==> src/hdl/aeds_pkg.sv <==
// Shared types and constants for the arcsine-in-degrees block.
// Used by every module of the block; depends on nothing.
package aeds_pkg;

  // item class picked at the front
  typedef enum logic [1:0] {
    CLS_POS90,
    CLS_NEG90,
    CLS_DIRECT,
    CLS_COMP
  } cls_t;

  // one classified item, as it moves from the front to the root pipeline
  typedef struct packed {
    cls_t               cls;
    logic signed [15:0] x;
    logic [28:0]        rad;
  } item_t;

  // configuration register file
  typedef struct packed {
    logic signed [15:0] clamp_high;
    logic signed [15:0] clamp_low;
    logic signed [15:0] band_high;
    logic signed [15:0] band_low;
    logic [15:0]        coef_cubic;
    logic [15:0]        coef_fifth;
    logic [15:0]        coef_seventh;
    logic [15:0]        coef_ninth;
  } cfg_t;

  // register indexes
  localparam logic [3:0] REG_CLAMP_HIGH   = 4'd0;
  localparam logic [3:0] REG_CLAMP_LOW    = 4'd1;
  localparam logic [3:0] REG_BAND_HIGH    = 4'd2;
  localparam logic [3:0] REG_BAND_LOW     = 4'd3;
  localparam logic [3:0] REG_COEF_CUBIC   = 4'd4;
  localparam logic [3:0] REG_COEF_FIFTH   = 4'd5;
  localparam logic [3:0] REG_COEF_SEVENTH = 4'd6;
  localparam logic [3:0] REG_COEF_NINTH   = 4'd7;

  // fixed numbers
  localparam logic signed [15:0] SMALL_HIGH     = 16'sd164;
  localparam logic signed [15:0] SMALL_LOW      = -16'sd164;
  localparam logic signed [15:0] DEG_PER_RAD_Q8 = 16'sd14668;
  localparam logic signed [29:0] NINETY_Q8      = 30'sd23040;
  localparam int                 SQRT_STEPS     = 15;

endpackage

==> src/hdl/aeds_front.sv <==
// Front end: takes command beats, classifies them, forms the root radicand
// and holds them in a two-entry queue. Depends on aeds_pkg.
module aeds_front (
  input  logic                 clk,
  input  logic                 rst,
  input  logic                 start,
  input  logic signed [15:0]   sine_in,
  input  aeds_pkg::cfg_t       cfg,
  output logic                 busy,
  output logic                 out_valid,
  output aeds_pkg::item_t      out_item
);

  aeds_pkg::item_t    q [2];
  logic               wr_ptr;
  logic               rd_ptr;
  logic [1:0]         count;
  logic               push;
  logic               pop;
  aeds_pkg::item_t    new_item;
  logic signed [31:0] xx;
  logic signed [32:0] diff;

  // classify and form 1 - x^2 in Q4.28, floored at zero
  always_comb begin
    xx   = sine_in * sine_in;
    diff = 33'sd268435456 - 33'(xx);
    new_item.x = sine_in;
    new_item.rad = diff[32] ? 29'd0 : diff[28:0];
    priority if (sine_in > cfg.clamp_high) begin
      new_item.cls = aeds_pkg::CLS_POS90;
    end else if (sine_in < cfg.clamp_low) begin
      new_item.cls = aeds_pkg::CLS_NEG90;
    end else if (sine_in < cfg.band_high && sine_in > cfg.band_low) begin
      new_item.cls = aeds_pkg::CLS_DIRECT;
    end else begin
      new_item.cls = aeds_pkg::CLS_COMP;
    end
  end

  assign busy      = (count == 2'd2);
  assign push      = start && !busy;
  assign pop       = (count != 2'd0);
  assign out_valid = pop;
  assign out_item  = q[rd_ptr];

  // queue storage
  always_ff @(posedge clk) begin
    if (push) begin
      q[wr_ptr] <= new_item;
    end
  end

  // queue pointers
  always_ff @(posedge clk) begin
    if (rst) begin
      wr_ptr <= 1'b0;
      rd_ptr <= 1'b0;
      count  <= 2'd0;
    end else begin
      if (push) wr_ptr <= !wr_ptr;
      if (pop)  rd_ptr <= !rd_ptr;
      count <= count + 2'(push) - 2'(pop);
    end
  end

endmodule

==> config.mk <==
export PLATFORM = sky130hd
export DESIGN_NAME = aeds_front
export DESIGN_NICKNAME = d
export VERILOG_FILES = /design/src/hdl/aeds_pkg.sv /design/src/hdl/aeds_front.sv
export SDC_FILE = /design/constraint.sdc
export NUM_CORES = 1
export LEC_CHECK = 0
export BUFFER_PORTS_ARGS = -buffer_cell sky130_fd_sc_hd__buf_2
export CAP_MARGIN = 20
export CORE_UTILIZATION = 55
export DETAILED_ROUTE_END_ITERATION = 8
export PLACE_DENSITY = 0.8
export SETUP_SLACK_MARGIN = 0.3
export SLEW_MARGIN = 25
export SYNTH_ARGS = -nofsm -noshare
export SYNTH_HDL_FRONTEND = slang
export SYNTH_SLANG_ARGS = --single-unit
==> constraint.sdc <==
create_clock -name clk -period 6.3 [get_ports clk]
set_input_delay 0.315 -clock clk [delete_from_list [all_inputs] [get_ports clk]]
set_output_delay 0.315 -clock clk [all_outputs]
set_load 0.02 [all_outputs]
==> results of run 1 <==
## synthesized netlist by cell type, types with 24 or more instances
master,number
a21o_1,25
ha_1,168
nor2_1,62
and2_1,29
mux2_2,47
a21oi_1,34
clkbuf_1,31
fa_1,250
xnor2_1,24
nand2_1,101
inv_1,456
edfxtp_1,92
## repair_timing
item                       CTS  global route
setup buffers                0            18
setup endpoints to repair   34            56
cloned                       0             2
gates resized for setup      3           125
pin swaps                    1            59
## flip-flops by register name (all words and copies together), names as in the netlist, named ones only
register	flops
wr_ptr	1
rd_ptr	1
q	92
count	2
## layout by cell type (no fill, tap or decap), types with 11 or more instances in the layout
cell type	n
inv_1	442
ha_1	155
nor2b_1	21
xnor2_1	24
clkbuf_16	11
xor2_1	16
buf_2	119
inv_2	11
and2_1	21
nor2_1	55
nand2_1	91
buf_4	85
fa_1	240
a21oi_1	33
edfxtp_1	92
ha_4	11
buf_6	12
o21ai_0	22
mux2_2	47
a21o_1	25
## per-stage QoR
stage	hold slack [ns]	worst slack (ns)	cell area [um^2]	std cells
2_1_floorplan	0.3866	0.3008	15040	1506
3_3_place_gp	0.4239	0.01358	16550	2019
3_5_place_dp	0.4448	-0.1476	16560	2019
4_1_cts	0.1577	0.3058	16850	2035
5_1_grt	0.1763	0.1929	17520	2055
6_report	0.1611	0.3739	17520	2055
## cell type report
cell class,count,area (um^2)
fillers,1964,9351
clock buffers,9,225.2
clock inverters,7,56.30
multi-input cells,916,10630
flip-flops and latches,97,2867
well taps,341,426.7
repair buffers,229,1602
inverters,456,1723
## worst max-delay path: stages
cell	delay [ns]
buf_2	0.17
buf_4	0.17
buf_6	0.16
nand2_1	0.12
fa_1	0.47
fa_1	0.57
fa_1	0.43
fa_1	0.46
fa_1	0.50
inv_1	0.05
fa_1	0.49
inv_1	0.05
ha_1	0.30
buf_4	0.17
a31oi_2	0.23
nand3_2	0.09
o211ai_1	0.31
a21oi_2	0.13
o21ai_2	0.26
xnor2_4	0.19
buf_12	0.18
clkbuf_16	0.15
nor2_1	0.05
## path summary, 6_finish.rpt
check	from	to	slack [ns]	depth (start not counted)
worst min-delay path	rst	register	0.16	2
worst max register to register	count[0]$_SDFF_PP0_	q[0][17]$_DFFE_PP_	4.65	4
worst min register to register	count[0]$_SDFF_PP0_	count[1]$_SDFF_PP0_	0.46	2
worst max-delay path	sine_in[11]	q[1][10]$_DFFE_PP_	0.37	23
## layer usage
metal	vias to the layer above	track usage (%)	share of wire [%]
li1	5008	-	-
met1	5580	31.69	39
met2	413	45.48	52
met3	98	2.828	5.2
met4	0	9.662	3.6
met5	-	0	0
## cell families after synthesis
| group | synth area share (%) |
|---|---|
| multiplexers | 3.665 |
| flip-flops | 19.10 |
| AO/OA/AOI/OAI | 6.195 |
| AND/OR/NAND/NOR | 8.650 |
| XOR/XNOR | 2.505 |
| adder cells (fa/ha/maj) | 47.42 |
| buffers and inverters | 12.46 |
==> impl_metrics.py, run 1 <==
metrics = {
    "place": {
        "port_buffers": 131,
        "dp_hpwl_um": 28580,
        "gp_congestion": 0.8923,
    },
    "clock_tree": {
        "cts.sinks": 97,
        "clk_root_buffer_cell": "clkbuf_16",
        "cts_buffers": 9,
        "htreeDepth": 3,
        "cts_hold_buf": 0,
        "tritoncts": "yes",
        "clkLatencyLatePin_ns": 0.36,
        "cts_buffer_depth": 2,
        "clkTransAtPathRegs_ns": 0.07,
    },
    "layout": {
        "antennaDiodeCount": 0,
        "final_util_pct": 65.20,
        "nets": 2274,
        "drive_gt1_share_pct": 22.64,
        "areaGrowthSynthToFinish_pct": 16.94,
    },
    "yosys": {
        "synth-edff-count": 92,
        "async_reset_ff_share_pct": 0,
        "netlist.area_leader.share_pct": 33.40,
        "ys_ff_latch": 97,
        "syn-cell-area_um2": 14990,
        "syn_area_per_cell_um2": 9.951,
        "syn_inst": 1506,
        "syn_nets": 2071,
        "synth_area_leaders": "fa_1, edfxtp_1, ha_1",
        "synth.distinct_cells": 57,
        "yosysTopAreaCell": "fa_1",
        "ys_seq_area_share_pct": 19.10,
        "synth_flop_cell": "edfxtp_1",
        "ys_warn_count": 0,
    },
    "sta": {
        "setup_viol": 0,
        "fin_skew_ns": 0.009769,
        "fmax_mhz": 168.7,
        "worst_pin_slew_ns": 0.8114,
        "slew_viol_final": 0,
        "hold_viol_final": 0,
        "rsz0062_at_grt": "yes",
        "fin_crit_ns": 5.926,
        "slew_headroom_pct": 44.51,
        "fin_crit_sh_pct": 94.06,
        "fin_tns_setup_ns": 0,
    },
    "grt": {
        "first_global_vias": 11640,
        "grt_overflow_total": 0,
        "grt_pass1_wl_um": 55930,
        "grt_max_degree": 47,
        "antenna_found_initial": 0,
        "grtUsageTotal_pct": 25.46,
    },
    "drt": {
        "first_pass_iters": 5,
        "postRouteAntennaNets": 0,
        "wl_um": 36340,
        "drc": 0,
        "avgViaCountPerCell": 5.401,
        "routedWlPerCell_um": 17.68,
        "vias": 11100,
        "drt_iter0_drc": 706,
    },
    "floorplan": {
        "die_w_um": 167.1,
        "fp.dieH_um": 167.1,
        "die_area_um2": 27910,
        "rows": 60,
        "start_util_pct": 55.76,
        "coreArea_um2": 26880,
        "io_pins": 196,
    },
    "setup_path": {
        "cp-start-kind": "input pin",
        "crit_fanout": 9,
        "critPathCaptureType": "register",
        "crit_arrival_ns": 6.03,
        "crit_required_ns": 6.40,
        "path_class": "input pin to register",
    },
    "flow_run": {
        "cap_violations": 0,
    },
    "min_path": {
        "hold_class": "input pin to register",
    },
    "outcome": {
        "status": "finished, final reports clean",
    },
}
Power of run 1 is not shown: default switching activity piles up to over one toggle a cycle in this logic, so the estimate is an artifact.
==> run 2, diff against run 1 <==
CTS_CLUSTER_DIAMETER = 120   (was not set)
MAX_ROUTING_LAYER = met4   (was not set)
==> run 2 against run 1 <==
Effect of this change: worst hold slack better by 0.021 ns; sequential share of layout area is 0.16 points higher; highest routed layer unchanged; routed wire length is 3.4% lower.
==> impl_metrics.py, run 2 (same netlist as run 1, synthesis figures left out) <==
metrics = {
    "sta": {
        "fin_skew_ns": 0.008937,
        "rsz0062_at_grt": "no",
        "fin_crit_sh_pct": 94.46,
        "slew_headroom_pct": 55.71,
        "hold_viol_final": 0,
        "fin_crit_ns": 5.951,
        "holdWs_ns": 0.1817,
        "setup_viol": 0,
        "fmax_mhz": 168.0,
        "worst_pin_slew_ns": 0.6643,
        "slew_viol_final": 0,
        "setup_ws_ns": 0.3490,
    },
    "clock_tree": {
        "cts_buffer_depth": 2,
        "cts.sinks": 97,
        "cts_buffers": 9,
        "clkTransAtPathRegs_ns": 0.07,
        "htreeDepth": 3,
        "cts_hold_buf": 0,
        "clkLatencyLatePin_ns": 0.35,
        "tritoncts": "yes",
        "clk_root_buffer_cell": "clkbuf_16",
    },
    "floorplan": {
        "die_area_um2": 27910,
        "rows": 60,
        "fp.dieH_um": 167.1,
        "io_pins": 196,
        "start_util_pct": 55.76,
        "die_w_um": 167.1,
        "coreArea_um2": 26880,
    },
    "layout": {
        "final_util_pct": 64.57,
        "largest_register": "q",
        "antennaDiodeCount": 0,
        "drive_gt1_share_pct": 21.24,
        "mostFrequentLayoutCells": "inv_1, fa_1, ha_1",
        "areaGrowthSynthToFinish_pct": 15.81,
        "nets": 2264,
        "largest_register_ffs": 92,
        "final_common_cell": "inv_1",
        "top_regs": "q (92), count (2)",
        "n_fill_cell": 1953,
    },
    "drt": {
        "drc": 0,
        "wl_um": 35110,
        "postRouteAntennaNets": 0,
        "met1Wirelength_um": 13860,
        "met2_length_um": 18130,
        "avgViaCountPerCell": 5.329,
        "routedWlPerCell_um": 17.17,
        "top_layer": "met4",
        "first_pass_iters": 5,
        "vias": 10900,
        "drt_iter0_drc": 685,
        "met3_length_um": 1813,
    },
    "setup_path": {
        "crit_required_ns": 6.48,
        "critPathCaptureType": "register",
        "cp-start-kind": "input pin",
        "crit_fanout": 8,
        "path_class": "input pin to register",
        "crit_arrival_ns": 6.13,
    },
    "flow_run": {
        "cap_violations": 0,
    },
    "place": {
        "dp_hpwl_um": 28560,
        "gp_congestion": 0.8907,
        "port_buffers": 131,
        "dp_slack_ns": -0.1490,
    },
    "grt": {
        "grtUsageTotal_pct": 25.90,
        "grt_max_degree": 47,
        "antenna_found_initial": 0,
        "first_global_vias": 11370,
        "grt_pass1_wl_um": 54970,
        "grt_overflow_total": 0,
    },
    "min_path": {
        "hold_class": "input pin to register",
    },
    "outcome": {
        "status": "finished, final reports clean",
    },
}
## run 2: path summary, 6_finish.rpt
check / startpoint / endpoint / slack, ns / cells after the start
worst max register to register: count[0]$_SDFF_PP0_ / q[0][16]$_DFFE_PP_ / 4.63 / 4
worst min-delay path: rst / register / 0.18 / 2
worst max-delay path: sine_in[3] / q[0][17]$_DFFE_PP_ / 0.35 / 25
worst min register to register: count[0]$_SDFF_PP0_ / count[1]$_SDFF_PP0_ / 0.45 / 2
## run 2: repair_timing
| action | in CTS | in global routing |
|---|---|---|
| setup endpoints to repair | 38 | 56 |
| buffers inserted | 0 | 12 |
| endpoints found under the hold margin | 0 | 0 |
| cloned | 0 | 1 |
| gates resized for setup | 4 | 86 |
| pin swaps | 0 | 28 |
## run 2: stage by stage
step	std cells	area [um^2]	TNS (ns)
CTS	2032	16890	0
floorplan	1506	15040	0
finish	2045	17350	0
global placement	2016	16570	-0.006837
global route	2045	17350	0
detailed placement	2016	16580	-3.151
## run 2: layout make-up
| cell class | count | area, um^2 | area share, % |
|---|---|---|---|
| inverter | 456 | 1722 | 9.921 |
| tap | 341 | 426.7 | 2.459 |
| timing repair buffer | 219 | 1493 | 8.601 |
| multi-input combinational | 916 | 10550 | 60.79 |
| clock buffer | 9 | 225.2 | 1.298 |
| clock inverter | 7 | 71.32 | 0.4110 |
| sequential | 97 | 2867 | 16.52 |
## run 2: critical path, cell delays in order
cell and delay [ns]:
buf_4 0.16, and2_4 0.16, inv_1 0.05, fa_1 0.49
inv_1 0.05, fa_1 0.46, fa_1 0.53, inv_1 0.06
fa_2 0.47, fa_1 0.50, inv_1 0.05, fa_1 0.47
inv_1 0.07, ha_4 0.29, nand2_2 0.09, or3_1 0.39
o22ai_1 0.17, buf_4 0.17, o211ai_1 0.12, a21oi_2 0.22
o21ai_2 0.10, xnor2_2 0.15, buf_12 0.15, buf_4 0.16
nor4_4 0.25
## run 2: per-layer routing
layer  vias up  GRT usage [%]
li1       4991              -
met1      5458          31.76
met2       356          44.41
met3        92          2.662
met4         0          9.501
met5         -              -
Power of run 2 is left out for the same reason.
