==> src/hdl/aeds_pkg.sv <==
// Shared types and constants for the arcsine-in-degrees block.
// Used by every module of the block; depends on nothing.
package aeds_pkg;

  // item class picked at the front
  typedef enum logic [1:0] {
    CLS_POS90,
    CLS_NEG90,
    CLS_DIRECT,
    CLS_COMP
  } cls_t;

  // one classified item, as it moves from the front to the root pipeline
  typedef struct packed {
    cls_t               cls;
    logic signed [15:0] x;
    logic [28:0]        rad;
  } item_t;

  // configuration register file
  typedef struct packed {
    logic signed [15:0] clamp_high;
    logic signed [15:0] clamp_low;
    logic signed [15:0] band_high;
    logic signed [15:0] band_low;
    logic [15:0]        coef_cubic;
    logic [15:0]        coef_fifth;
    logic [15:0]        coef_seventh;
    logic [15:0]        coef_ninth;
  } cfg_t;

  // register indexes
  localparam logic [3:0] REG_CLAMP_HIGH   = 4'd0;
  localparam logic [3:0] REG_CLAMP_LOW    = 4'd1;
  localparam logic [3:0] REG_BAND_HIGH    = 4'd2;
  localparam logic [3:0] REG_BAND_LOW     = 4'd3;
  localparam logic [3:0] REG_COEF_CUBIC   = 4'd4;
  localparam logic [3:0] REG_COEF_FIFTH   = 4'd5;
  localparam logic [3:0] REG_COEF_SEVENTH = 4'd6;
  localparam logic [3:0] REG_COEF_NINTH   = 4'd7;

  // fixed numbers
  localparam logic signed [15:0] SMALL_HIGH     = 16'sd164;
  localparam logic signed [15:0] SMALL_LOW      = -16'sd164;
  localparam logic signed [15:0] DEG_PER_RAD_Q8 = 16'sd14668;
  localparam logic signed [29:0] NINETY_Q8      = 30'sd23040;
  localparam int                 SQRT_STEPS     = 15;

endpackage

==> src/hdl/aeds_sqrt.sv <==
// Pipelined integer square root, one result bit per stage.
// Carries the item's sine input and class alongside. Depends on aeds_pkg.
module aeds_sqrt (
  input  logic                 clk,
  input  logic                 rst,
  input  logic                 in_valid,
  input  aeds_pkg::item_t      in_item,
  output logic                 out_valid,
  output aeds_pkg::cls_t       out_cls,
  output logic signed [15:0]   out_x,
  output logic [14:0]          out_root
);

  localparam int N = aeds_pkg::SQRT_STEPS;

  logic               vld   [N];
  aeds_pkg::cls_t     cls_r [N];
  logic signed [15:0] x_r   [N];
  logic [28:0]        n_r   [N];
  logic [29:0]        root_r[N];

  genvar k;
  generate
    for (k = 0; k < N; k++) begin : g_step
      localparam logic [29:0] BITV = 30'd1 << (28 - 2 * k);
      logic [28:0]        n_in;
      logic [29:0]        root_in;
      aeds_pkg::cls_t     cls_in;
      logic signed [15:0] x_in;
      logic               vld_in;
      logic [29:0]        trial;
      logic               take;

      if (k == 0) begin : g_first
        assign n_in    = in_item.rad;
        assign root_in = 30'd0;
        assign cls_in  = in_item.cls;
        assign x_in    = in_item.x;
        assign vld_in  = in_valid;
      end else begin : g_rest
        assign n_in    = n_r[k-1];
        assign root_in = root_r[k-1];
        assign cls_in  = cls_r[k-1];
        assign x_in    = x_r[k-1];
        assign vld_in  = vld[k-1];
      end

      // one restoring step
      assign trial = root_in + BITV;
      assign take  = ({1'b0, n_in} >= trial);

      always_ff @(posedge clk) begin
        if (take) begin
          n_r[k]    <= 29'({1'b0, n_in} - trial);
          root_r[k] <= (root_in >> 1) + BITV;
        end else begin
          n_r[k]    <= n_in;
          root_r[k] <= root_in >> 1;
        end
        cls_r[k] <= cls_in;
        x_r[k]   <= x_in;
      end

      always_ff @(posedge clk) begin
        if (rst) begin
          vld[k] <= 1'b0;
        end else begin
          vld[k] <= vld_in;
        end
      end
    end
  endgenerate

  assign out_valid = vld[N-1];
  assign out_cls   = cls_r[N-1];
  assign out_x     = x_r[N-1];
  assign out_root  = root_r[N-1][14:0];

endmodule

==> config.mk <==
export PLATFORM = sky130hd
export DESIGN_NAME = aeds_sqrt
export DESIGN_NICKNAME = d
export VERILOG_FILES = /design/src/hdl/aeds_pkg.sv /design/src/hdl/aeds_sqrt.sv
export SDC_FILE = /design/constraint.sdc
export NUM_CORES = 1
export LEC_CHECK = 0
export ABC_AREA = 1
export ABC_CLOCK_PERIOD_IN_PS = 1800
export BUFFER_PORTS_ARGS = -buffer_cell sky130_fd_sc_hd__buf_2
export CORE_AREA = 2 2 301 184
export DETAILED_ROUTE_END_ITERATION = 8
export DIE_AREA = 0 0 303 186
export MAX_ROUTING_LAYER = met4
export PLACE_DENSITY = 0.74
export SYNTH_ARGS = -nofsm -noshare
export SYNTH_HDL_FRONTEND = slang
export SYNTH_SLANG_ARGS = --single-unit
==> constraint.sdc <==
create_clock -name clk -period 1.8 [get_ports clk]
set_input_delay 0.09 -clock clk [delete_from_list [all_inputs] [get_ports clk]]
set_output_delay 0.09 -clock clk [all_outputs]
set_load 0.05 [all_outputs]
==> summary.txt, run 1 <==
Clocking
  – Clock Latency Late Sink: 0.66 ns
  – Clock tree root buffer cell: clkbuf_16
  – CTS tree: built
  – Maximum root-to-sink buffer count: 3
  – H-tree levels: 3
  – Clock-pin slew on the worst setup and hold paths: 0.08 ns
  – Sink Count: between 800 and 900
  – Num CTS Buffers: 71

Routing
  – DR iter-0 viols: 2982
  – Pre-Repair DR Iteration Count: 9
  – Routed len/inst: roughly 18 um
  – DR vias/cell: 5.19
  – Via Count: between 20000 and 30000
  – DRC violations left: 7
  – Remaining antenna violation count: 0
  – Final WL: 91600 um

Timing
  – Final min period: 1.99 ns
  – Final hold viol count: 0
  – Fin worst setup slack: -0.193 ns
  – Final Slew Violations: 0
  – RSZ-0062 raised after global routing: true
  – Clk_skew: 0.0408 ns
  – Setup-failing EPs final: between 100 and 150
  – TNS Setup: -8.14 ns
  – Fmax: 502 MHz
  – Final cycle utilization of the critical path: 111%

Worst hold path
  – Hold crit path type: in -> reg
  – Hold endpoint: x_r[0][11]$_DFF_P_
  – Hold Path Cell Cnt: 2
  – HP Start: in_item[40]

GRT
  – Pin count of the biggest net entering global routing: 20
  – Initial antenna violation count: 0
  – Global-route wire length before repair: 129000 um
  – Grt ovf: 0
  – Number of global-route vias before repair: between 20000 and 25000
  – GRT Total Usage: between 30% and 40%

Floorplanning
  – FP Rows: 66
  – Core box area: 53600 um2
  – Top Ports: 84
  – Die Y: 186 um
  – Die Area: 56400 um2
  – Die W: 303 um
  – Initial Utilization: 54.3%

Placement
  – Count of input and output buffers: 83
  – Final GP Congestion: between 0.9 and 1
  – Dpl cells: 4679
  – Place WS: -0.383 ns
  – Dpl hpwl: 57600 um

Power
  – NetSw: between 20000 and 30000 uW
  – Cell Int Power: about 46000 uW
  – Power density cells: 1850 nW/um2
  – Pleak: 0.0196 uW
  – Overall power: 76300 uW
  – Clk network pwr share: 21.2%
  – Comb pwr share: around 46%
  – Sequential Power Share: 32.6%
  – VDD IR max: 912 uV
  – Sw frac: 39.1%

Finish
  – Final std cells w/o fill: 4957
  – Area Growth Syn to Fin: 41.8%
  – # nets final: between 4000 and 5000
  – Diode count: 0
  – Share of layout cells above drive strength 1: approximately 37%

Yosys
  – Mapped Avg Cell Area: 8.41 um2
  – Post-synth EDFFs: 0
  – Yosys cell types: between 40 and 50
  – Post-synth ARST share: 0%
  – Register bit total from synthesis: ~810
  – Post-synthesis cell area: 29100 um2
  – Ys flop type: dfxtp_1
  – YS warnings: 0
  – Cell count after synthesis: 3463
  – Syn Nets: approximately 3600
  – Seq/Total Area, Yosys: 55.8%

Run status
  – Failing checks: design-rule violations, negative setup slack
  – Status: complete, but fails checks

Setup path
  – Worst-case reg-to-reg path depth: 11
  – Startpoint types: flop
  – Flop-to-flop setup slack: -0.19 ns
  – Crit path max fanout: 6
  – Nature of the critical path endpoint: flop
  – Critical setup path kind: reg -> reg
  – Crit path arrival time: ~2.5 ns
  – Worst Path Required: 2.35 ns
  – Reg-to-reg critical path endpoint: n_r[1][93]$_DFF_P_
  – RR Startpoint: root_r[1][68]$_DFF_P_

Job
  – Total of max-cap violations: 0
==> kinds of logic (layout without fill, tap and decap cells) <==
group / after synthesis / count (layout) / synth area share, %
flops: 811 / 811 / 55.8
fa+ha+maj: 132 / 132 / 5.70
buf+inv: 537 / 1314 / 7.37
other cells: 1 / 1 / 0.0129
xor+xnor: 84 / 84 / 2.53
compound gates: 223 / 223 / 4.45
simple gates: 1675 / 1678 / 24.2
==> through the flow <==
step	utilization [%]	hold slack (ns)	area, um2
3_5_place_dp	62.7	0.194	33600
3_3_place_gp	62.7	0.192	33600
5_1_grt	77.0	0.0541	41300
6_report	77.0	0.0749	41300
2_1_floorplan	-	0.118	29100
4_1_cts	71.9	0.0481	38500
==> area by class of cell <==
| type | instances | area, um2 |
|---|---|---|
| multi-input combinational | 2118 | 14000 |
| clock buffer | 91 | 1990 |
| tap | 714 | 893 |
| fill | 3364 | 12300 |
| timing repair inverter | 2 | 17.5 |
| inverter | 512 | 1970 |
| clock inverter | 36 | 512 |
| timing repair buffer | 673 | 5470 |
| sequential | 811 | 16400 |
==> synth_stat cells (2+ instances only) <==
| cell type | n | area [um2] |
|---|---|---|
| and2_1 | 5 | 31.3 |
| a21boi_0 | 3 | 22.5 |
| o21bai_1 | 3 | 22.5 |
| nor3b_1 | 3 | 22.5 |
| nor4_1 | 19 | 119 |
| a31oi_1 | 2 | 12.5 |
| a21o_1 | 4 | 30.0 |
| ha_1 | 131 | 1640 |
| nand2_4 | 2 | 22.5 |
| nor2_4 | 6 | 67.6 |
| inv_2 | 11 | 41.3 |
| buf_2 | 3 | 15.0 |
| a21oi_1 | 90 | 450 |
| buf_6 | 10 | 113 |
| nor3_2 | 2 | 20.0 |
| nand2_1 | 977 | 3670 |
| xnor2_1 | 39 | 342 |
| buf_4 | 8 | 60.1 |
| nor2b_1 | 2 | 12.5 |
| or2_2 | 3 | 18.8 |
| a21oi_2 | 26 | 228 |
| xor2_1 | 45 | 394 |
| o21ai_0 | 58 | 290 |
| nor2_2 | 15 | 93.8 |
| nand3_1 | 184 | 921 |
| o21ai_1 | 22 | 110 |
| dfxtp_1 | 811 | 16200 |
| nand2_2 | 12 | 75.1 |
| clkbuf_1 | 2 | 7.51 |
| nor2_1 | 337 | 1260 |
| nand4_1 | 53 | 332 |
| inv_1 | 499 | 1870 |
| nand3b_1 | 31 | 233 |
| o21ai_2 | 11 | 96.3 |
| nor3_1 | 21 | 105 |
==> layer usage <==
layer  routed length, um  GRT usage, %  part of all wire (%)
met5                   0             -                     0
met4                1980          6.03                   2.2
met3               10300          10.4                    11
met2               37900          41.6                    41
met1               41500          43.7                    45
==> worst max-delay path, cell delays in order (launching register included) <==
cell     delay (ns)
dfxtp_2        0.33
inv_1          0.07
ha_4           0.28
nand2_2        0.06
nor2_4         0.09
nand4_1        0.20
buf_4          0.22
o21ai_4        0.15
nor2_4         0.06
buf_6          0.14
buf_12         0.14
xor2_1         0.15
==> power groups by stage <==
stage	Combinational (uW)	Sequential [uW]	Clock, uW
floorplan	14500	23400	0
global placement	25200	24200	0
detailed placement	25400	24300	0
CTS	28300	24300	16300
global route	37800	25000	17100
finish	35300	24800	16200
==> repair_timing <==
item,in CTS,in global routing
buffers inserted,49,50
setup endpoints to repair,190,203
gates cloned,9,6
gates resized for setup,329,685
pin swaps,67,197
hold buffers,50,0
hold endpoints to repair,62,0
==> worst max path at each step <==
stage,startpoint,to,slack (ns),cells past startpoint
2_1_floorplan,root_r[1][78]$_DFF_P_,n_r[1][104]$_DFF_P_,0.08,13
3_3_place_gp,root_r[1][18]$_DFF_P_,n_r[1][46]$_DFF_P_,-0.39,12
3_5_place_dp,root_r[1][107]$_DFF_P_,n_r[1][127]$_DFF_P_,-0.38,11
4_1_cts,root_r[1][16]$_DFF_P_,n_r[1][43]$_DFF_P_,-0.13,14
5_1_grt,root_r[1][68]$_DFF_P_,n_r[1][99]$_DFF_P_,-0.29,14
6_report,root_r[1][68]$_DFF_P_,n_r[1][93]$_DFF_P_,-0.19,11
==> cells in the final DEF (no fill, tap or decap), types with 19 or more instances in the layout <==
master and n:
nand2_1 744, dfxtp_1 692, buf_4 476, inv_1 419, nor2_1 258, nand2_2 187
nand3_1 135, dfxtp_2 106, buf_2 83, inv_2 81, ha_4 81, clkbuf_16 76
nand2_4 58, a21oi_2 57, nand4_1 53, nor2_2 52, nor2_4 50, dlygate4sd3_1 50
ha_1 48, nand3_2 45, xor2_1 43, a21oi_1 40, xnor2_1 38, buf_6 38
o21ai_2 31, o21ai_1 31, nand3b_1 31, o21ai_0 25, a21oi_4 19
==> sequential cells by signal, summed over array words and instances, names as in the netlist <==
register and flops:
cls_r 30, vld 15, n_r 406, x_r 240
root_r 120
Note: power is estimated with default switching activity, not from simulation.
==> run 2: changes to the inputs <==
Settings changed: CAP_MARGIN from default to 5, RECOVER_POWER from default to 100.
==> summary.txt, run 2 (same netlist as run 1, synthesis figures left out) <==
Routing
  – DR vias/cell: 5.19 (+0.14%)
  – Pre-Repair DR Iteration Count: 9 (unchanged)
  – Final WL: 91600 um (about the same)
  – DRC violations left: 7 (unchanged)
  – Via Count: 25700 (+0.14%)
  – Routed len/inst: 18.5 um (about the same)
  – DR iter-0 viols: 2981 (-0.034%)
  – Remaining antenna violation count: 0 (unchanged)

Timing
  – Final cycle utilization of the critical path: 111% (unchanged)
  – Final min period: 1.99 ns (unchanged)
  – Setup-failing EPs final: 116 (+0.87%)
  – RSZ-0062 raised after global routing: true
  – Final hold viol count: 0 (unchanged)
  – Fmax: 502 MHz (unchanged)
  – Fin worst setup slack: -0.193 ns (unchanged)
  – TNS Setup: -8.27 ns (-0.128 ns)
  – Final Slew Violations: 0 (unchanged)
  – Clk_skew: 0.0407 ns (-0.0000941 ns)

Finish
  – Commonest cells after routing, fill and taps aside: nand2_1 (744), dfxtp_1 (692), buf_4 (476)
  – Biggest regs: n_r x406, x_r x240, root_r x120
  – Multi-input combinational cell area: 14000 um2 (unchanged)
  – FF+latch area: 16400 um2 (unchanged)
  – Filler cell count: 3365 (+0.030%)
  – Share of layout cells above drive strength 1: 37.2% (-0.047 points)
  – Largest register by flop count: n_r
  – Commonest non-fill, non-tap cell in the layout: nand2_1
  – Area Growth Syn to Fin: 41.8% (about the same)
  – Diode count: 0 (unchanged)
  – Final core area utilization: 77.0% (about the same)
  – Fin area: 41300 um2 (about the same)
  – Number of flip-flops in the largest register: 406 (unchanged)
  – # nets final: 4371 (unchanged)

GRT
  – Pin count of the biggest net entering global routing: 20 (unchanged)
  – Grt ovf: 0 (unchanged)
  – Initial antenna violation count: 0 (unchanged)
  – Number of global-route vias before repair: 23700 (unchanged)
  – GRT Total Usage: 30.6% (unchanged)
  – Global-route wire length before repair: 129000 um (unchanged)

Setup path
  – Crit path top cell by count: nor2_4
  – Crit-path max cell delay: 0.33 ns (about the same)
  – Critical Path Slowest Stage Cell: dfxtp_2
  – Critical setup path kind: reg -> reg
  – Worst Path Required: 2.35 ns (about the same)
  – Crit path cell chain: inv_1 -> ha_4 -> nand2_2 -> nor2_4 -> nand4_1 -> buf_4 -> o21ai_4 -> nor2_4 -> buf_6 -> buf_12 -> xor2_1
  – Startpoint types: flop
  – Nature of the critical path endpoint: flop
  – CP top delay family: buffers and inverters
  – Buf/Inv on CP: 4 (unchanged)
  – Crit path arrival time: 2.54 ns (about the same)
  – Crit path max fanout: 6 (unchanged)

Floorplanning
  – FP Rows: 66 (unchanged)
  – Die Area: 56400 um2 (unchanged)
  – Die W: 303 um (unchanged)
  – Top Ports: 84 (unchanged)
  – Initial Utilization: 54.3% (unchanged)
  – Core box area: 53600 um2 (unchanged)
  – Die Y: 186 um (unchanged)

Placement
  – Placed cell area: 33600 um2 (unchanged)
  – Place WS: -0.383 ns (unchanged)
  – Final GP Congestion: 0.981 (unchanged)
  – Dpl hpwl: 57600 um (unchanged)
  – Count of input and output buffers: 83 (unchanged)

Clocking
  – CTS tree: built
  – H-tree levels: 3 (unchanged)
  – Sink Count: 811 (unchanged)
  – Clock-pin slew on the worst setup and hold paths: 0.08 ns (about the same)
  – Clock tree root buffer cell: clkbuf_16
  – Maximum root-to-sink buffer count: 3 (unchanged)
  – Num CTS Buffers: 71 (unchanged)
  – Clock Latency Late Sink: 0.66 ns (about the same)

Run status
  – Status: complete, but fails checks
  – Failing checks: design-rule violations, negative setup slack

Worst hold path
  – Hold crit path type: in -> reg

Power
  – Power density cells: 1850 nW/um2 (about the same)
  – VDD IR max: 912 uV (about the same)
  – Pleak: 0.0196 uW (about the same)
  – Overall power: 76300 uW (about the same)

Job
  – Total of max-cap violations: 0 (unchanged)
==> run 2: timing repair <==
| action | 4_1_cts | 5_1_grt |
|---|---|---|
| gates cloned | 9 | 6 |
| pin swaps | 67 | 197 |
| setup endpoints to repair | 190 | 203 |
| resized for setup | 329 | 685 |
| setup buffers | 49 | 50 |
| hold buffers | 50 | 0 |
| hold endpoints to repair | 62 | 0 |
==> run 2: final cells by class <==
| class | count | share of cell area (%) |
|---|---|---|
| Sequential cell | 811 | 39.8 |
| Multi-Input combinational cell | 2118 | 33.9 |
| Timing Repair Buffer | 673 | 13.2 |
| Clock buffer | 91 | 4.83 |
| Inverter | 512 | 4.77 |
| Tap cell | 714 | 2.16 |
| Clock inverter | 36 | 1.24 |
| Timing Repair inverter | 2 | 0.0424 |
==> run 2: per-layer routing <==
metal,GRT usage (%),share of wire [%],wire [um]
met1,43.7,45,41400
met2,41.6,41,37900
met3,10.4,11,10400
met4,6.03,2.1,1940
met5,-,0,0
==> run 2: final timing paths <==
| check | endpoint | cells after the start | startpoint | slack [ns] |
|---|---|---|---|---|
| setup reg to reg | n_r[1][93]$_DFF_P_ | 11 | root_r[1][68]$_DFF_P_ | -0.19 |
| hold / removal | x_r[0][11]$_DFF_P_ | 2 | in_item[40] | 0.07 |
| hold reg to reg | x_r[1][67]$_DFF_P_ | 0 | x_r[1][51]$_DFF_P_ | 0.29 |
| setup / recovery | n_r[1][93]$_DFF_P_ | 11 | root_r[1][68]$_DFF_P_ | -0.19 |
==> run 2: report_power, final <==
part	switching, uW	internal (uW)
Sequential	3270	21600
Clock	7190	9020
Combinational	19400	15900
Total	29800	46500
==> run 2: stage by stage <==
step | instances | hold slack [ns]
floorplan | 3463 | 0.118
global placement | 4679 | 0.192
detailed placement | 4679 | 0.194
CTS | 4913 | 0.0481
global route | 4957 | 0.0541
finish | 4957 | 0.0746
